$ cat config.mk
export PLATFORM = sky130hd
export DESIGN_NAME = trvg_fifo
export DESIGN_NICKNAME = d
export VERILOG_FILES = /design/src/rtl/core/trvg_pkg.sv /design/src/rtl/core/trvg_fifo.sv
export SDC_FILE = /design/constraint.sdc
export NUM_CORES = 1
export LEC_CHECK = 0
export ABC_AREA = 1
export ABC_CLOCK_PERIOD_IN_PS = 15400
export BUFFER_PORTS_ARGS = -buffer_cell sky130_fd_sc_hd__buf_2
export CORE_UTILIZATION = 35
export DETAILED_ROUTE_END_ITERATION = 16
export SYNTH_ARGS = -nofsm -noshare
export SYNTH_HDL_FRONTEND = slang
export SYNTH_SLANG_ARGS = --single-unit
$ cat constraint.sdc
create_clock -name clk -period 15.4 [get_ports clk]
set_input_delay 2.31 -clock clk [delete_from_list [all_inputs] [get_ports clk]]
set_output_delay 2.31 -clock clk [all_outputs]
set_load 0.01 [all_outputs]
$ cat src/rtl/core/trvg_pkg.sv
// Shared types and constants for the trail ribbon vertex generator.
package trvg_pkg;

  localparam logic [15:0] DEFAULT_LIMIT = 16'd20;
  localparam logic [16:0] FADE_ONE      = 17'h10000;

  localparam logic CFG_SEG_LIMIT  = 1'b0;
  localparam logic CFG_HALF_WIDTH = 1'b1;

  typedef struct packed {
    logic [31:0] p0_x;
    logic [31:0] p0_y;
    logic [31:0] p0_z;
    logic [31:0] p1_x;
    logic [31:0] p1_y;
    logic [31:0] p1_z;
    logic [15:0] seg;
    logic [15:0] n;
  } job_t;

  typedef enum logic [2:0] {
    ST_IDLE,
    ST_NORM,
    ST_SQ_A,
    ST_SQ_B,
    ST_ROOT,
    ST_MULW,
    ST_DIV,
    ST_EMIT
  } back_state_t;

endpackage

$ cat src/rtl/core/trvg_fifo.sv
// Two-entry job queue between front and back.
module trvg_fifo import trvg_pkg::*; (
  input  logic clk,
  input  logic rst_n,
  input  logic push,
  input  job_t wr_job,
  input  logic pop,
  output job_t rd_job,
  output logic not_empty,
  output logic full
);

  job_t       mem_r [2];
  logic       wp_r, rp_r;
  logic [1:0] cnt_r;

  assign not_empty = (cnt_r != 2'd0);
  assign full      = (cnt_r == 2'd2);
  assign rd_job    = mem_r[rp_r];

  always_ff @(posedge clk) begin
    if (push) begin
      mem_r[wp_r] <= wr_job;
    end
  end

  always_ff @(posedge clk) begin
    if (!rst_n) begin
      wp_r  <= 1'b0;
      rp_r  <= 1'b0;
      cnt_r <= 2'd0;
    end else begin
      if (push) wp_r <= ~wp_r;
      if (pop)  rp_r <= ~rp_r;
      case ({push, pop})
        2'b10:   cnt_r <= cnt_r + 2'd1;
        2'b01:   cnt_r <= cnt_r - 2'd1;
        default: cnt_r <= cnt_r;
      endcase
    end
  end

`ifndef ASSERT_OFF
  a_no_overflow: assert property (@(posedge clk) disable iff (!rst_n) push |-> !full)
    else $error("push into full queue");
  a_no_underflow: assert property (@(posedge clk) disable iff (!rst_n) pop |-> not_empty)
    else $error("pop from empty queue");
  a_cnt_range: assert property (@(posedge clk) disable iff (!rst_n) cnt_r != 2'd3)
    else $error("queue count out of range");
`endif

endmodule

======== Word level (Yosys, flattened, before mapping) ========
Memories as Yosys holds them, arrays and structs flattened. A register that Yosys moved wholly into a read port is not among the register bits.
Index checks and enable logic that the tools add are counted.
word-level totals
  register bits after elaboration ......... 4
  bits in writable memories ............... 448
  input bits .............................. 228
  output and inout bits ................... 226
  memories ................................ 1
memory list
  memory  depth  width  read ports  clocked after memory_dff  wr ports  line             text
  mem_r   2      224    1           1                         1         trvg_fifo.sv:13  job_t mem_r [2];
cells by class
  add/subtract/negate cells ............... 2
  eq/ne operators ......................... 3
  multiplexer cells ....................... 5
  bitwise operators ....................... 2
  reductions and logical operators ........ 2
operators with widths
  operator             count
  $eq 2x2->1 const B   2
  $mux 1               4
  $pmux 2 s2           1
  $reduce_bool 2->1    2
  $add 2x1->2 const B  1
  $eq 2x1->1 const B   1
  $not 1->1            2
  $sub 2x1->2 const B  1

======== Logic depth before layout (Yosys ltp) ========
  depth in word-level cells ............... 3
  mapped depth ............................ 7
  gate-level depth less buffers ........... 7

======== Least setup slack after synthesis ========
Ideal clock, no wire load.
  kind .................................... input-to-reg
  start point ............................. input push
  end point ............................... memory mem_r[0][0] (netlist bit) (enable)
  library setup time ...................... 0.819 ns
  arrival time ............................ 11.744 ns
  required time ........................... 14.581 ns
  path slack .............................. 2.837 ns
  stages .................................. 2
  cell sequence ........................... inv_1 nor2_1
on the way
  cells in the longest elaborated chain, start to end .. 2
ends and longest elaborated chain
  what                          line             text
  from (decl)                   trvg_fifo.sv:5   input logic push,
  $mux 1                        trvg_fifo.sv:22  if (push) begin
  $mux 1 (implied by the code)  trvg_fifo.sv:23  mem_r[wp_r] <= wr_job;
  to (decl)                     trvg_fifo.sv:13
Every way passes these cells.

==> reports/qor.csv <==
stage,metric,value,unit
run_status,run status,completed,
clock_network,CTS tree,done,
clock_network,clk slew on worst S/H paths,0.06,ns
yosys,post-synthesis sequential area ratio,0.795,
placed_design,Setup WS pre-CTS,10.56,ns
die,core area,47800,um^2
yosys,Post-Synthesis Cells,732,
drt,first-pass iteration count of the detailed router,4,
timing,max_slew headroom,0.320,
yosys,Post-Synth XOR/XNOR Area,0,
placed_design,Placed Area,19900,um^2
clock_network,Post-CTS Resized,0,
timing,Fin. Hold Viols,0,
power,Power Dens Cells,131,nW/um^2
yosys,"flops & latches, synth",453,
drt,starting DRC count in detailed routing,385,
global_route,largest net degree at the start of global routing,154,
clock_network,clock tree buffer depth,3,
timing,minimum clock period,5.38,ns
critical_path,"Req. time, crit path",13.09,ns
yosys,Yosys top cell area share,0.789,
drt,Post-DRT Antenna Nets,0,
clock_network,clk sinks,453,
yosys,count of warnings emitted by yosys,0,
worst_hold_path,hold crit path type,flop to flop,
drt,drt drc,0,
yosys,Synth Area in Compound Gates,0.000587,
timing,fmax,186,MHz
clock_network,"Hold-fix buffers, CTS",0,
yosys,Simple-Gate Fraction of Synth Area,0.00477,
global_route,first-pass GRT wire length,51100,um
final_layout,Post-Layout Inst Area,21400,um^2
timing,Final Max Tran Viols,0,
final_layout,share of cells above drive strength 1,0.602,
timing,Worst-Margin Slew,1.02,ns
critical_path,critical path's top delay family,buffers and inverters,
timing,setup tns final,0,ns
power,overall power,2.80,mW
yosys,mux contribution to synthesized area,0.183,
critical_path,maximum fanout along the worst path,58,
critical_path,CP Capture Type,output pin,
die,initial core utilization,0.356,
timing,RSZ-0062 raised after global routing,no,
timing,Final WS setup,10.02,ns
clock_network,CTS Buf Count,47,
critical_path,"slowest stage delay, CP",0.98,ns
clock_network,CTS Root Cell,clkbuf_16,
critical_path,CP bufs+invs,2,
timing,hold slack,0.506,ns
timing,Worst Clk Skew,0.0107,ns
die,row cnt,80,
yosys,main combinational cell family by area after synthesis,multiplexers,
yosys,ranking of synthesized cells by area,"edfxtp_1, mux2_4, mux2_2",
global_route,vias in the first global route,8652,
placed_design,hpwl dp,23800,um
yosys,syn_nets,961,
power,Leakage Power,8.33,nW
critical_path,critical path data arrival time,3.07,ns
clock_network,Worst-Skew Late Latency,0.56,ns
global_route,total track usage,0.137,
yosys,Post-Synth Adder-Cell Area,0.000734,
critical_path,CP Cell Sequence,"buf_4, mux2_4, buf_2",
run,max_cap viols,0,
critical_path,CP Launch Type,flop,
yosys,post-synth top area cell,edfxtp_1,
drt,Routed WL per cell,19.1,um
drt,final WL,35600,um
placed_design,Buffers on Ports,453,
final_layout,area growth from synthesis to layout,25.6,%
critical_path,CP Class,flop to output pin,
die,num ports,454,
drt,vias per cell,4.52,
die,Die Area,49600,um^2
final_layout,fin nets,1444,
clock_network,setup repair bufs after CTS,0,
yosys,Mapped Avg Cell Area,23.3,um^2
global_route,antenna violations before repair,7,
die,Die X-Extent,223,um
yosys,count of cell types in the netlist,13,
drt,via count,8452,
clock_network,CTS H-tree depth,2,
timing,crit share post-route,0.349,
yosys,Post-Synthesis Cell Area,17000,um^2
global_route,total grt overflow,0,
final_layout,fill count,4224,
die,Die Ht,223,um
timing,Setup Viol. Count Final,0,
power,Peak VDD IR,87.6,uV
placed_design,RD Place Congestion,0.781,
critical_path,"Slowest-stage cell, CP",dfxtp_4,
per-stage QoR:
stage          cells   util
6_report        1870  0.448
3_3_place_gp    1781  0.417
2_1_floorplan    732      -
3_5_place_dp    1781  0.417
5_1_grt         1869  0.448
4_1_cts         1867  0.447
layer usage:
| metal | track usage | vias to the layer above | share of wire |
|---|---|---|---|
| met3 | 0.0432 | 63 | 0.068 |
| met2 | 0.245 | 281 | 0.52 |
| met1 | 0.154 | 4215 | 0.38 |
| li1 | - | 3887 | - |
| met4 | 0.0472 | 6 | 0.025 |
| met5 | 0 | - | 0.0011 |
worst paths after layout:
path,startpoint,to,slack (ns),depth (start not counted)
max,flop,rd_job[77],10.02,3
min,rp_r$_SDFFE_PN0P_,rp_r$_SDFFE_PN0P_,0.51,2
max reg2reg,wp_r$_SDFFE_PN0P_,mem_r[0][194]$_DFFE_PP_,12.76,3
min reg2reg,rp_r$_SDFFE_PN0P_,rp_r$_SDFFE_PN0P_,0.51,2
power breakdown:
group,switching (mW),internal (mW)
logic,0.133,0.134
clock network,0.452,0.631
registers,0.0215,1.43
total,0.607,2.20
sequential cells by signal, indices dropped and copies added (netlist names), named ones only:
signal,cells
cnt_r,2
rp_r,1
mem_r,448
wp_r,1
synthesized netlist by cell type:
library cell and number:
edfxtp_1 448, o21ai_0 1, nor2_1 11, a21oi_1 1, nand4_1 1, mux2_2 64, buf_2 6, nand2_1 9
dfxtp_1 5, buf_6 19, inv_1 6, mux2_4 160, ha_1 1
cells in the final DEF, fill, tap and decap left out, types with 5 or more instances in the layout:
master,synthesis,final
buf_2,6,453
mux2_4,160,160
mux2_2,64,64
edfxtp_1,448,448
inv_1,6,5
clkinv_1,0,10
clkinv_2,0,10
clkbuf_1,0,8
clkbuf_16,0,49
nor2_1,11,10
nand2_1,9,9
logic make-up (layout without fill, tap and decap cells):
logic type               after synthesis  in the layout
flip-flops                           453            453
adder cells (fa/ha/maj)                1              1
buffers and inverters                 31            551
other                                  0              3
AO/OA/AOI/OAI                          2              2
multiplexers                         224            224
AND/OR/NAND/NOR                       21             21
cell type report:
type                       count  area, um^2  share of cell area
antenna                        3        7.51            0.000351
clock buffer                  57        1260              0.0587
clock inverter                29         225              0.0105
inverter                       6        30.0             0.00140
multi-input combinational    248        3230               0.151
sequential                   453       13600               0.633
tap                          615         769              0.0359
timing repair buffer         459        2340               0.109
worst min-delay path, delay by kind of cell, from the launching register on:
family           cells  cell delay (ns)
flip-flops           1             0.33
AND/OR/NAND/NOR      2             0.14
Note: power is estimated with default switching activity, not from simulation.
