$ cat src/rtl/core/trvg_pkg.sv
// Shared types and constants for the trail ribbon vertex generator.
package trvg_pkg;

  localparam logic [15:0] DEFAULT_LIMIT = 16'd20;
  localparam logic [16:0] FADE_ONE      = 17'h10000;

  localparam logic CFG_SEG_LIMIT  = 1'b0;
  localparam logic CFG_HALF_WIDTH = 1'b1;

  typedef struct packed {
    logic [31:0] p0_x;
    logic [31:0] p0_y;
    logic [31:0] p0_z;
    logic [31:0] p1_x;
    logic [31:0] p1_y;
    logic [31:0] p1_z;
    logic [15:0] seg;
    logic [15:0] n;
  } job_t;

  typedef enum logic [2:0] {
    ST_IDLE,
    ST_NORM,
    ST_SQ_A,
    ST_SQ_B,
    ST_ROOT,
    ST_MULW,
    ST_DIV,
    ST_EMIT
  } back_state_t;

endpackage

$ cat src/rtl/core/trvg_front.sv
// Front end: accepts points, tracks the open line and queues segment jobs.
module trvg_front import trvg_pkg::*; (
  input  logic               clk,
  input  logic               rst_n,
  input  logic               accept,
  input  logic signed [31:0] pos_x,
  input  logic signed [31:0] pos_y,
  input  logic signed [31:0] pos_z,
  input  logic               first_of_line,
  input  logic [15:0]        line_points,
  input  logic [15:0]        segment_limit,
  output logic               push,
  output job_t               job
);

  logic [31:0] prev_x_r, prev_y_r, prev_z_r;
  logic [15:0] seg_r, piu_r;
  logic        active_r;
  logic [15:0] lim;
  logic [15:0] n_new;
  logic [16:0] seg_inc;
  logic [16:0] seg_inc2;
  logic        emit;

  assign lim      = (segment_limit != 16'd0) ? segment_limit : DEFAULT_LIMIT;
  assign n_new    = (line_points < lim) ? line_points : lim;
  assign seg_inc  = {1'b0, seg_r} + 17'd1;
  assign seg_inc2 = {1'b0, seg_r} + 17'd2;
  assign emit     = active_r && (piu_r >= 16'd2) && (seg_inc < {1'b0, piu_r});
  assign push     = accept && !first_of_line && emit;

  always_comb begin
    job.p0_x = prev_x_r;
    job.p0_y = prev_y_r;
    job.p0_z = prev_z_r;
    job.p1_x = pos_x;
    job.p1_y = pos_y;
    job.p1_z = pos_z;
    job.seg  = seg_r;
    job.n    = piu_r;
  end

  always_ff @(posedge clk) begin
    if (!rst_n) begin
      prev_x_r <= '0;
      prev_y_r <= '0;
      prev_z_r <= '0;
      seg_r    <= '0;
      piu_r    <= '0;
      active_r <= 1'b0;
    end else if (accept) begin
      if (first_of_line) begin
        prev_x_r <= pos_x;
        prev_y_r <= pos_y;
        prev_z_r <= pos_z;
        seg_r    <= '0;
        piu_r    <= n_new;
        active_r <= (n_new >= 16'd2);
      end else if (emit) begin
        prev_x_r <= pos_x;
        prev_y_r <= pos_y;
        prev_z_r <= pos_z;
        seg_r    <= seg_inc[15:0];
        if (seg_inc2 >= {1'b0, piu_r}) begin
          active_r <= 1'b0;
        end
      end
    end
  end

endmodule

$ cat config.mk
export PLATFORM = sky130hd
export DESIGN_NAME = trvg_front
export DESIGN_NICKNAME = d
export VERILOG_FILES = /design/src/rtl/core/trvg_pkg.sv /design/src/rtl/core/trvg_front.sv
export SDC_FILE = /design/constraint.sdc
export NUM_CORES = 1
export LEC_CHECK = 0
export BUFFER_PORTS_ARGS = -buffer_cell sky130_fd_sc_hd__buf_2
export CORE_AREA = 2 2 139 141
export CTS_CLUSTER_DIAMETER = 40
export DETAILED_ROUTE_END_ITERATION = 12
export DIE_AREA = 0 0 141 143
export PLACE_DENSITY_LB_ADDON = 0.15
export SYNTH_ARGS = -nofsm -noshare
export SYNTH_HDL_FRONTEND = slang
export SYNTH_SLANG_ARGS = --single-unit
$ cat constraint.sdc
create_clock -name clk -period 8.2 [get_ports clk]
set_input_delay 0.41 -clock clk [delete_from_list [all_inputs] [get_ports clk]]
set_output_delay 0.41 -clock clk [all_outputs]
set_load 0.02 [all_outputs]
== After elaboration in Yosys (flattened, before gate mapping) ==
Cells that the tools add are included.
Storage, ports and cells
  register bits: 129
  latch bits: 0
  RAM bits: 0
  ROM bits: 0
  logic and storage cells: 37
  memories: 0
Operators by class
  add/subtract/negate cells: 2
  $mul: 0
  divide/modulo/power cells: 0
  $lt $le $gt $ge: 5
  eq/ne operators: 0
  shift operators: 0
  muxes and demuxes: 13
  bitwise logic cells: 0
  reductions and logical operators: 11
Operators with widths (number)
  $mux 32: 6
  $mux 16: 4
  $ge 16x2->1 const B: 2
  $add 16x1->17 const B: 1
  $add 16x2->17 const B: 1
  $ge 17x16->1: 1
  $lt 17x16->1: 1
  $lt 16x16->1: 1
  $reduce_bool 16->1: 1
  $logic_and 1x1->1: 4
  $reduce_and 2->1: 2
  $reduce_bool 2->1: 2
  $mux 1: 3
  $reduce_and 3->1: 1
  $logic_not 1->1: 1

== Depth between registers and ports, before layout ==
Gate-level depths: netlist (run 1).
  depth after elaboration: 6
  gate-level depth with buffers: 16
  depth with buffers taken out: 12

== Worst setup path after synthesis (run 1) ==
Ideal clock, no wire load.
  path kind: register to register
  start point: register seg_r[1]
  end point: register prev_x_r[19]
  data arrival time: 3.474 ns
  required time: 8.071 ns
  setup slack: 4.598 ns
  stages on the path, launching flop included: 17
  buffers on the path: 4
  period minus slack after synthesis: 3.602 ns
  cells stage by stage: dfxtp_1 ha_1 nand3_1 or3_1 buf_4 nor2_1 xor2_1 ha_1 nand4_1 or4_1 a21oi_1 o31ai_4 buf_6 buf_6 buf_6 nand3_1 o21ai_0
On the way
  longest elaborated chain between the ends: 5
Ends and longest elaborated chain
  start: declaration: line trvg_front.sv:17  | logic [15:0] seg_r, piu_r;
  start signal: assignment: line trvg_front.sv:63  | seg_r <= seg_inc[15:0];
  $add 16x1->17: line trvg_front.sv:27  | assign seg_inc = {1'b0, seg_r} + 17'd1;
  $lt 17x16->1: line trvg_front.sv:29  | assign emit = active_r && (piu_r >= 16'd2) && (seg_inc < {1'b0, piu_r});
  $logic_and 1x1->1: line trvg_front.sv:29
  $reduce_bool 2->1 (no source line)
  $reduce_and 2->1 (no source line)
  end signal: assignment: line trvg_front.sv:53  | prev_x_r <= pos_x;
  end signal: assignment: line trvg_front.sv:60  | prev_x_r <= pos_x;
  end: declaration: line trvg_front.sv:16  | logic [31:0] prev_x_r, prev_y_r, prev_z_r;
Every way passes these cells.
A chain may end at the register's enable or synchronous reset.

== Worst setup path in the final report (run 1) ==
  start point: register seg_r[0]
  end point: register seg_r[7]
On the way
  longest elaborated chain between the ends: 5
  elaborated cells on any way between the ends: 7
  those cells by class: 1 x add/sub; 1 x order compare; 2 x mux; 3 x reduce/logical
Ends and longest elaborated chain (line)
  $add 16x1->17 *: trvg_front.sv:27
  $lt 17x16->1: trvg_front.sv:29
  $logic_and 1x1->1: trvg_front.sv:29
  $reduce_bool 2->1 (no source line)
  $reduce_and 2->1 (no source line)
Every way passes the cells marked *; elsewhere a longest branch is shown, timed or not. The select of a mux whose other input is x is not followed.

==> results of run 1 <==
flip-flops by register name, indices dropped and copies added, names as in the netlist:
signal and count:
seg_r 16, active_r 1, piu_r 16, prev_z_r 32, prev_y_r 32, prev_x_r 32
cell families (layout without fill, tap and decap cells):
logic type | Yosys count | in the layout | share of synthesized area, %
and+or+nand+nor | 307 | 307 | 20.0
buffers and inverters | 192 | 430 | 15.9
AOI/OAI and AO/OA | 187 | 187 | 15.1
DFF | 129 | 129 | 35.6
adders and majority gates | 49 | 49 | 8.44
xor gates and xnor gates | 26 | 26 | 3.14
muxes | 14 | 14 | 1.93
other | 0 | 1 | 0
area by class of cell:
cell class | count | area, µm²
repair buffers | 360 | 1820
well taps | 234 | 293
inverters | 38 | 143
clock inverters | 13 | 175
multi-input cells | 583 | 3530
clock buffers | 19 | 453
diodes | 1 | 2.50
flip-flops and latches | 129 | 2580
fillers | 1893 | 9590
layer usage:
layer / GRT usage, % / up-vias / wire length [µm]
li1: - / 3498 / -
met2: 35.5 / 202 / 11000
met3: 4.36 / 15 / 1170
met5: 0 / - / 0
met4: 5.58 / 0 / 164
met1: 25.3 / 3026 / 9420
layout by cell type (no fill, tap or decap), drive strengths merged, types with 14 or more instances in the layout:
| master | instances |
|---|---|
| ha | 49 |
| nand2 | 120 |
| dfxtp | 129 |
| mux2i | 14 |
| clkbuf | 19 |
| nor2 | 22 |
| xnor2 | 16 |
| inv | 42 |
| nand3 | 108 |
| buf | 360 |
| a21oi | 29 |
| nand4 | 15 |
| o21ai | 121 |
stage by stage:
step / hold slack (ns) / std cells / util (%)
after floorplan: 0.527 / 904 / -
after global placement: 0.434 / 1344 / 45.0
after detailed placement: 0.440 / 1344 / 45.0
after CTS: 0.197 / 1376 / 48.4
after global routing: 0.212 / 1377 / 48.4
final: 0.219 / 1377 / 48.4
synth_stat cells, types with 11 or more instances:
library cell and number:
buf_4 99, nand4_1 15, xnor2_1 16, buf_2 12, ha_1 49, inv_1 38, nor2_1 21, nand3_1 108
o21ai_0 111, nor4_1 12, nand2_1 120, clkbuf_1 27, a21oi_1 29, mux2i_1 14, a22o_1 11, dfxtp_1 129
critical path, cell delays in order, from the launching register on:
cell and delay (ns):
dfxtp_1 0.56, ha_1 0.29, nand3_1 0.19, or3_1 0.52, nor2_1 0.18, xor2_1 0.10, ha_1 0.30, nand4_1 0.11
or4_1 0.55, a21oi_1 0.39, o31ai_4 0.09, buf_4 0.39, nor2_2 0.55, a22o_1 0.23
power by group through the flow:
stage                     Sequential, mW  Clock [mW]  Combinational [mW]
final                              0.696       0.801               0.371
after global routing               0.702       0.849               0.406
after CTS                          0.697       0.823               0.375
after detailed placement           0.710           0               0.374
after global placement             0.709           0               0.372
after floorplan                    0.763           0               0.213
worst max path at each step:
| stage | startpoint | endpoint | cells after the start |
|---|---|---|---|
| CTS | seg_r[0] | seg_r[8] | 13 |
| floorplan | seg_r[1] | prev_x_r[19] | 16 |
| global placement | seg_r[0] | seg_r[3] | 13 |
| detailed placement | seg_r[0] | seg_r[15] | 13 |
| finish | seg_r[0] | seg_r[7] | 13 |
| global route | seg_r[0] | seg_r[8] | 13 |
==> run metrics, run 1 <==
power per standard cell area 208 nW/µm²; final instance area 8990 µm²; Post-CTS Setup Inserts 0; slew at the pin closest to its max-slew limit 0.956 ns; synthesized instance count ~900; worst r2r path cells 13; CTS tree yes; initial antenna violation count 1; fin crit share 55.2%; Min-Delay Endpoint prev_y_r[0]; clock slew at reported path FFs 0.06 ns; Logic pwr share 19.9%; CTS HTree Levels 4; Final Worst Setup Slack ~3.7 ns; CTS-repair resized insts 0; internal power 1.30 mW; startpoint of the lowest-slack hold path pos_y[0]; Die W 141 µm; Hold Crit Class input pin to flop; Routed wire per std cell 15.8 µm; fmax 0.221 GHz; Final Hold Vio Count 0; placed cell area 8360 µm²; largest area contributor in the netlist dfxtp_1; routed vias/inst a little under 5; routability cong. 0.903; Clock Skews 0.00936 ns; syn_nets between 1000 and 1500; crit path DAT 4.88 ns; die area between 20000 and 25000 µm²; total CTS buffers 17; Cell variety after synth 51; number of max-cap violations 0; clk_lat worst skew 0.42 ns; overall routed net length ~22000 µm; synthesized area about 7300 µm²; Site Rows 50; Post-synth EDFFs 0; Area contributors post-synth dfxtp_1 (36%), buf_4 (10%), ha_1 (8.4%); Clk pwr share 42.9%; required time worst endpoint 8.56 ns; clock sink count approximately 130; Tmin final 4.53 ns; global route overflow 0; area grow syn2layout 23.8%; Final HPWL DP 16800 µm; Buffers on Ports between 300 and 400; core area 18600 µm²; critical path class flop to flop; Initial Util around two fifths; Post-Route Setup TNS 0 ns; first-pass GRT wire length 32100 µm; largest net degree at the start of global routing 109; syn avg cell area 8.03 µm²; DR pass1 iterations 5; RSZ-0062 raised after global routing no; Psw 0.573 mW; worst flop-to-flop path startpoint seg_r[0]; r2r setup slk between 3 and 4 ns; startpoint types flop; Max clock buf depth 2; Async SR Flop Fraction 0%; Final Max Slew Viols 0; peak supply drop 0.139 mV; Reg power frac 37.3%; Worst R2R End seg_r[7]; initial drt markers roughly 380; via count 6741; share of the synthesized area in the top cell type 35.6%; Leakage 4.34 nW; endpoint class of the critical path flop; clk root buf clkbuf_16; CTS Hold Bufs 0; register area share after synthesis 35.6%; Sw Ratio a little over 30%; DRT antenna net count 0; final net count 1310; Main synth FF type dfxtp_1; # DRC 0; final total power between 1.5 and 2 mW; pre-CTS worst setup slack 3.70 ns; Slew headroom 36.3%; io pins 357; layout cells sized above 1 35.0%; vias in the first global route roughly 5900; run status completed; Chip Height about 140 µm; Max FO, Critical Path 99; worst hold stages 3; Tot GR Track Use 20.3%; yosys warns 0; #FFs+latches synth 129; final setup fails 0
(Power assumes the default switching activity.)
==> run 2: changes to the inputs <==
Settings changed: ABC_AREA set to 1, CORE_AREA 2 2 139 141 to not set, CORE_ASPECT_RATIO set to 0.75, CORE_UTILIZATION set to 43, DIE_AREA 0 0 141 143 to not set.
Clock period 8.2 ns to 3.9 ns, I/O delays scaled along.
==> run 2 against run 1 <==
Effect of this change: die area down 9.9%; via count is 13% higher; clock power grew 100%; utilization increased by 7.4 points; synthesized cell count rose by 16%; final area up 5.7%; combinational power rose by 110%; non-clock buffer count grew 15; largest cell class unchanged; largest power group unchanged.
==> run metrics, run 2 <==
Die W 155 µm; Slew headroom 28.6%; Tot GR Track Use 24.8%; startpoint types flop; Post-synth EDFFs 0; slew at the pin closest to its max-slew limit 1.07 ns; syn avg cell area slightly above 7 µm²; Top Registers prev_x_r (32), prev_y_r (32), prev_z_r (32); fin crit share approximately 93%; synthesized area 7580 µm²; fmax between 0.2 and 0.3 GHz; routability cong. 0.866; peak supply drop between 0.2 and 0.25 mV; number of max-cap violations 0; die area between 15000 and 20000 µm²; commonest non-fill, non-tap cell in the layout buf_2; initial drt markers 505; #FFs+latches synth 129; synth cell count leaders nand2_1 (193), nand3_1 (151), a21oi_1 (148); largest net degree at the start of global routing 104; Tmin final around 3.6 ns; Area contributors post-synth dfxtp_1 (34%), buf_4 (10%), nand3_1 (10%); Leakage around 4.9 nW; Cell variety after synth 32; overall routed net length 23100 µm; final net count 1472; initial antenna violation count 0; first-pass GRT wire length ~35000 µm; vias in the first global route 6894; total CTS buffers 17; Fillers between 1500 and 2000; Final Hold Vio Count 0; run status completed; largest area contributor in the netlist dfxtp_1; Routed wire per std cell between 10 and 15 µm; global route overflow 0; final setup fails 0; CTS Hold Bufs 0; syn_nets 1233; DRT antenna net count 0; yosys warns 0; Sequential Area 2580 µm²; Clock Skews around 0.015 ns; Max FO, Critical Path 4; most numerous cell in the Yosys netlist nand2_1; footprint of the multi-input gates 3680 µm²; Final HPWL DP around 17000 µm; Async SR Flop Fraction 0%; Max clock buf depth 2; Chip Height ~120 µm; Final Core Density 55.8%; core area 17000 µm²; clk_lat worst skew approximately 0.42 ns; synthesized instance count around 1100; clk root buf clkbuf_16; CTS HTree Levels 4; io pins roughly 360; register area share after synthesis 34.1%; power per standard cell area 405 nW/µm²; # DRC 0; required time worst endpoint 3.70 ns; DR pass1 iterations 5; area grow syn2layout 25.4%; Site Rows 41; crit path DAT 3.44 ns; share of the synthesized area in the top cell type roughly a third; CTS tree yes; most frequent cells in the layout buf_2 (356), nand2_1 (191), nand3_1 (150); clock slew at reported path FFs 0.07 ns; endpoint class of the critical path output port; Initial Util between 40 and 50%; Buffers on Ports 356; Main synth FF type dfxtp_1; Final Max Slew Viols 0; routed vias/inst 4.95; clock sink count 129; via count 7627; layout cells sized above 1 between 30% and 40%; critical path class flop to output port; Hold Crit Class input pin to flop; hold_ws 0.0300 ns
-- run 2: changes by cell type after synthesis, sizes merged, moves of 7 or more --
cell,delta
nand3,+44
mux2i,-14
clkbuf,+7
nor2,+13
xor2,+10
nor4,-7
a21oi,+123
xnor2,-14
inv,+63
o21ai,-99
a22o,-11
nand2,+76
-- run 2: critical path, stage by stage (launching register included) --
cell and delay, ns:
dfxtp_1 0.33, buf_4 0.14, ha_2 0.21, nand3_4 0.12, nor3_4 0.26, nand3_2 0.11, nor2_1 0.13, xor2_1 0.16
inv_1 0.07, ha_1 0.31, a21oi_1 0.13, o21ai_1 0.12, nand3_1 0.11, nand2_1 0.09, nor2_4 0.15, nand4_4 0.13
or2_4 0.26, inv_1 0.05, buf_2 0.16
-- run 2: timing repair --
| action | 4_1_cts | 5_1_grt |
|---|---|---|
| resized for setup | 1 | 14 |
| pin swaps | 0 | 4 |
| setup endpoints to repair | 1 | 67 |
| buffers inserted | 0 | 6 |
-- run 2: path summary, 6_finish.rpt --
path,start,to,slack [ns],cells past startpoint
worst max-delay path,seg_r[1],push,0.26,18
worst min-delay path,pos_x[22],prev_x_r[22],0.03,3
worst max register to register,seg_r[1],prev_z_r[28],0.42,20
worst min register to register,active_r,active_r,0.48,2
-- run 2: kinds of logic (layout without fill, tap and decap cells) --
family	after synthesis	in the layout	share of synthesized area, %
and+or+nand+nor	413	413	24.5
buffers and inverters	257	509	18.3
DFF	129	129	34.1
other	0	1	0
adders and majority gates	49	49	8.08
AOI/OAI and AO/OA	182	182	12.5
xor gates and xnor gates	22	22	2.54
-- run 2: cell type report --
cell class	count	area share [%]
Multi-Input combinational cell	666	38.7
Sequential cell	129	27.2
Tap cell	236	3.11
Clock inverter	13	1.58
Antenna cell	1	0.0263
Clock buffer	19	4.76
Timing Repair Buffer	375	20.6
Inverter	102	4.05
-- run 2: through the flow --
stage / setup TNS (ns) / worst slack (ns) / instances / power (mW) / instance area [µm²]
after global placement: 0 / 0.361 / 1502 / 2.24 / 8800
after global routing: -0.00454 / -0.00454 / 1540 / 4.02 / 9510
after detailed placement: 0 / 0.258 / 1502 / 2.24 / 8800
final: 0 / 0.261 / 1541 / 3.85 / 9510
after CTS: 0 / 0.0270 / 1534 / 3.88 / 9410
after floorplan: 0 / 0.434 / 1052 / 2.02 / 7580
-- run 2: metal layers --
layer,up-vias,GRT usage (%),wire length [µm]
met5,-,0,0
met1,3528,34.1,11000
met3,13,6.00,1400
li1,3857,-,-
met2,229,39.0,10500
met4,0,6.27,170
-- run 2: power breakdown --
group / switching, mW / internal [mW]
Clock: 0.645 / 0.987
Combinational: 0.519 / 0.266
Sequential: 0.0396 / 1.39
Total: 1.20 / 2.65
==> run 3: changes to the inputs <==
Settings changed: CELL_PAD_IN_SITES_DETAIL_PLACEMENT set to 0, CELL_PAD_IN_SITES_GLOBAL_PLACEMENT set to 1, CORE_UTILIZATION 43 to 29.
==> run 3 against run 2 <==
Effect of this change: global-route usage fell by 5.9 points; die area is 47% higher; critical path depth did not move; worst hold slack worse by 0.0074 ns; setup slack gained 0.025 ns; utilization shrank 18 points; clock power about the same; non-clock buffer count rose by 2; fmax increased by 0.70%.
==> run metrics, run 3 (synthesis gave the netlist of run 2 again) <==
DRT antenna net count 0; Die W between 150 and 200 µm; first-pass GRT wire length approximately 40000 µm; run status completed; io pins roughly 360; fin crit share between 90% and 100%; clock sink count between 100 and 150; Crit path top cell by count inv_1; # DRC 0; Tmin final 3.61 ns; Slew headroom 43.3%; r2r setup slk about 0.40 ns; crit-path leading delay family simple AND/OR/NAND/NOR gates; initial drt markers 338; Slowest cell on crit path dfxtp_1; total CTS buffers 17; Final Core Density 38.0%; Diodes inserted 0; routed vias/inst around 4.6; peak supply drop 0.297 mV; core area 25300 µm²; Min-Delay Endpoint prev_x_r[22]; Post-Route Setup TNS 0 ns; critical path class flop to output port; Final Max Slew Viols 0; startpoint of the lowest-slack hold path pos_x[22]; power per standard cell area 401 nW/µm²; endpoint class of the critical path output port; Clock Skews approximately 0.013 ns; crit path cell chain buf_4, ha_2, nand3_4, nor3_4, buf_4, xor2_1, ha_1, nand2_1, inv_1, nand3_1, inv_1, a21oi_1, nor3_1, nor2_2, nand4_4, or2_1, inv_1, buf_2; most frequent cells in the layout buf_2 (356), nand2_1 (192), nand3_1 (150); die area 26800 µm²; CTS HTree Levels 4; worst flop-to-flop path startpoint seg_r[1]; CTS tree yes; fmax 0.277 GHz; Routed wire per std cell approximately 16 µm; largest net degree at the start of global routing 87; Site Rows 50; Top Registers prev_x_r (32), prev_y_r (32), prev_z_r (32); clock slew at reported path FFs 0.06 ns; clk_lat worst skew 0.42 ns; Max clock buf depth 2; Leakage 4.93 nW; slew at the pin closest to its max-slew limit 0.851 ns; startpoint types flop; Worst R2R End prev_x_r[2]; number of max-cap violations 0; global route overflow 0; layout cells sized above 1 32.8%; Chip Height 142 µm; final net count 1474; area grow syn2layout 27.0%; Initial Util 29.9%; routability cong. 0.813; clk root buf clkbuf_16; DR pass1 iterations 5; Final Hold Vio Count 0; CTS Hold Bufs 0; Tot GR Track Use roughly a fifth; via count 7566; commonest non-fill, non-tap cell in the layout buf_2; RSZ-0062 raised after global routing no; vias in the first global route 7022; overall routed net length between 20000 and 30000 µm; worst hold stages 3; Hold Crit Class input pin to flop; Max FO, Critical Path 4; CP peak stage delay 0.33 ns; Final HPWL DP 19300 µm; crit path DAT 3.42 ns; initial antenna violation count 0; final setup fails 0; Critical path buffers and inverters 6; Buffers on Ports about 360; required time worst endpoint 3.70 ns; worst r2r path cells 22
run 3: worst min-delay path, stage by stage:
cell and delay [ns]:
buf_2 0.10, nand2_1 0.05, a21oi_1 0.05
run 3: final cells by class:
class / count / area [µm²]
clock buffer: 23 / 488
clock inverter: 8 / 103
fill: 2757 / 15700
inverter: 102 / 385
multi-input combinational: 666 / 3660
sequential: 129 / 2580
tap: 338 / 423
timing repair buffer: 377 / 1990
run 3: how the worst max path moves through the flow:
stage	startpoint	end	slack [ns]	cells past startpoint
floorplan	seg_r[2]	push	0.43	21
global placement	seg_r[1]	seg_r[15]	0.29	21
detailed placement	seg_r[1]	prev_y_r[6]	0.27	21
CTS	seg_r[1]	push	0.03	20
global route	seg_r[1]	push	0.007	21
finish	seg_r[1]	push	0.29	18
run 3: report_power, final:
group	switching, mW	total (mW)	leakage, nW	internal [mW]
Sequential	0.0395	1.43	1.06	1.39
Combinational	0.533	0.803	3.59	0.270
Clock	0.622	1.63	0.286	1.01
run 3: per-layer routing:
metal  GRT usage (%)  share of wire [%]  vias to the layer above  wire length (µm)
met5               0                  0                        -                 0
met4            5.05               0.93                        0               240
met3            5.03                5.9                       13              1530
met2            28.3                 43                      222             11300
met1            26.7                 50                     3470             12900
li1                -                  -                     3861                 -
run 3: metrics by stage:
stage	hold slack [ns]	worst slack (ns)	std cells	total power, mW	cell area [µm²]
floorplan	0.318	0.434	1052	2.02	7580
global placement	0.457	0.293	1608	2.27	8970
detailed placement	0.462	0.266	1608	2.27	8970
CTS	0.000519	0.0303	1640	3.91	9580
global route	0.0107	0.00721	1643	4.06	9630
finish	0.0226	0.287	1643	3.87	9630
run 3: repair_timing:
action,in CTS,in global routing
resized for setup,1,9
pin swaps,1,2
buffers inserted,1,3
setup endpoints to repair,1,109
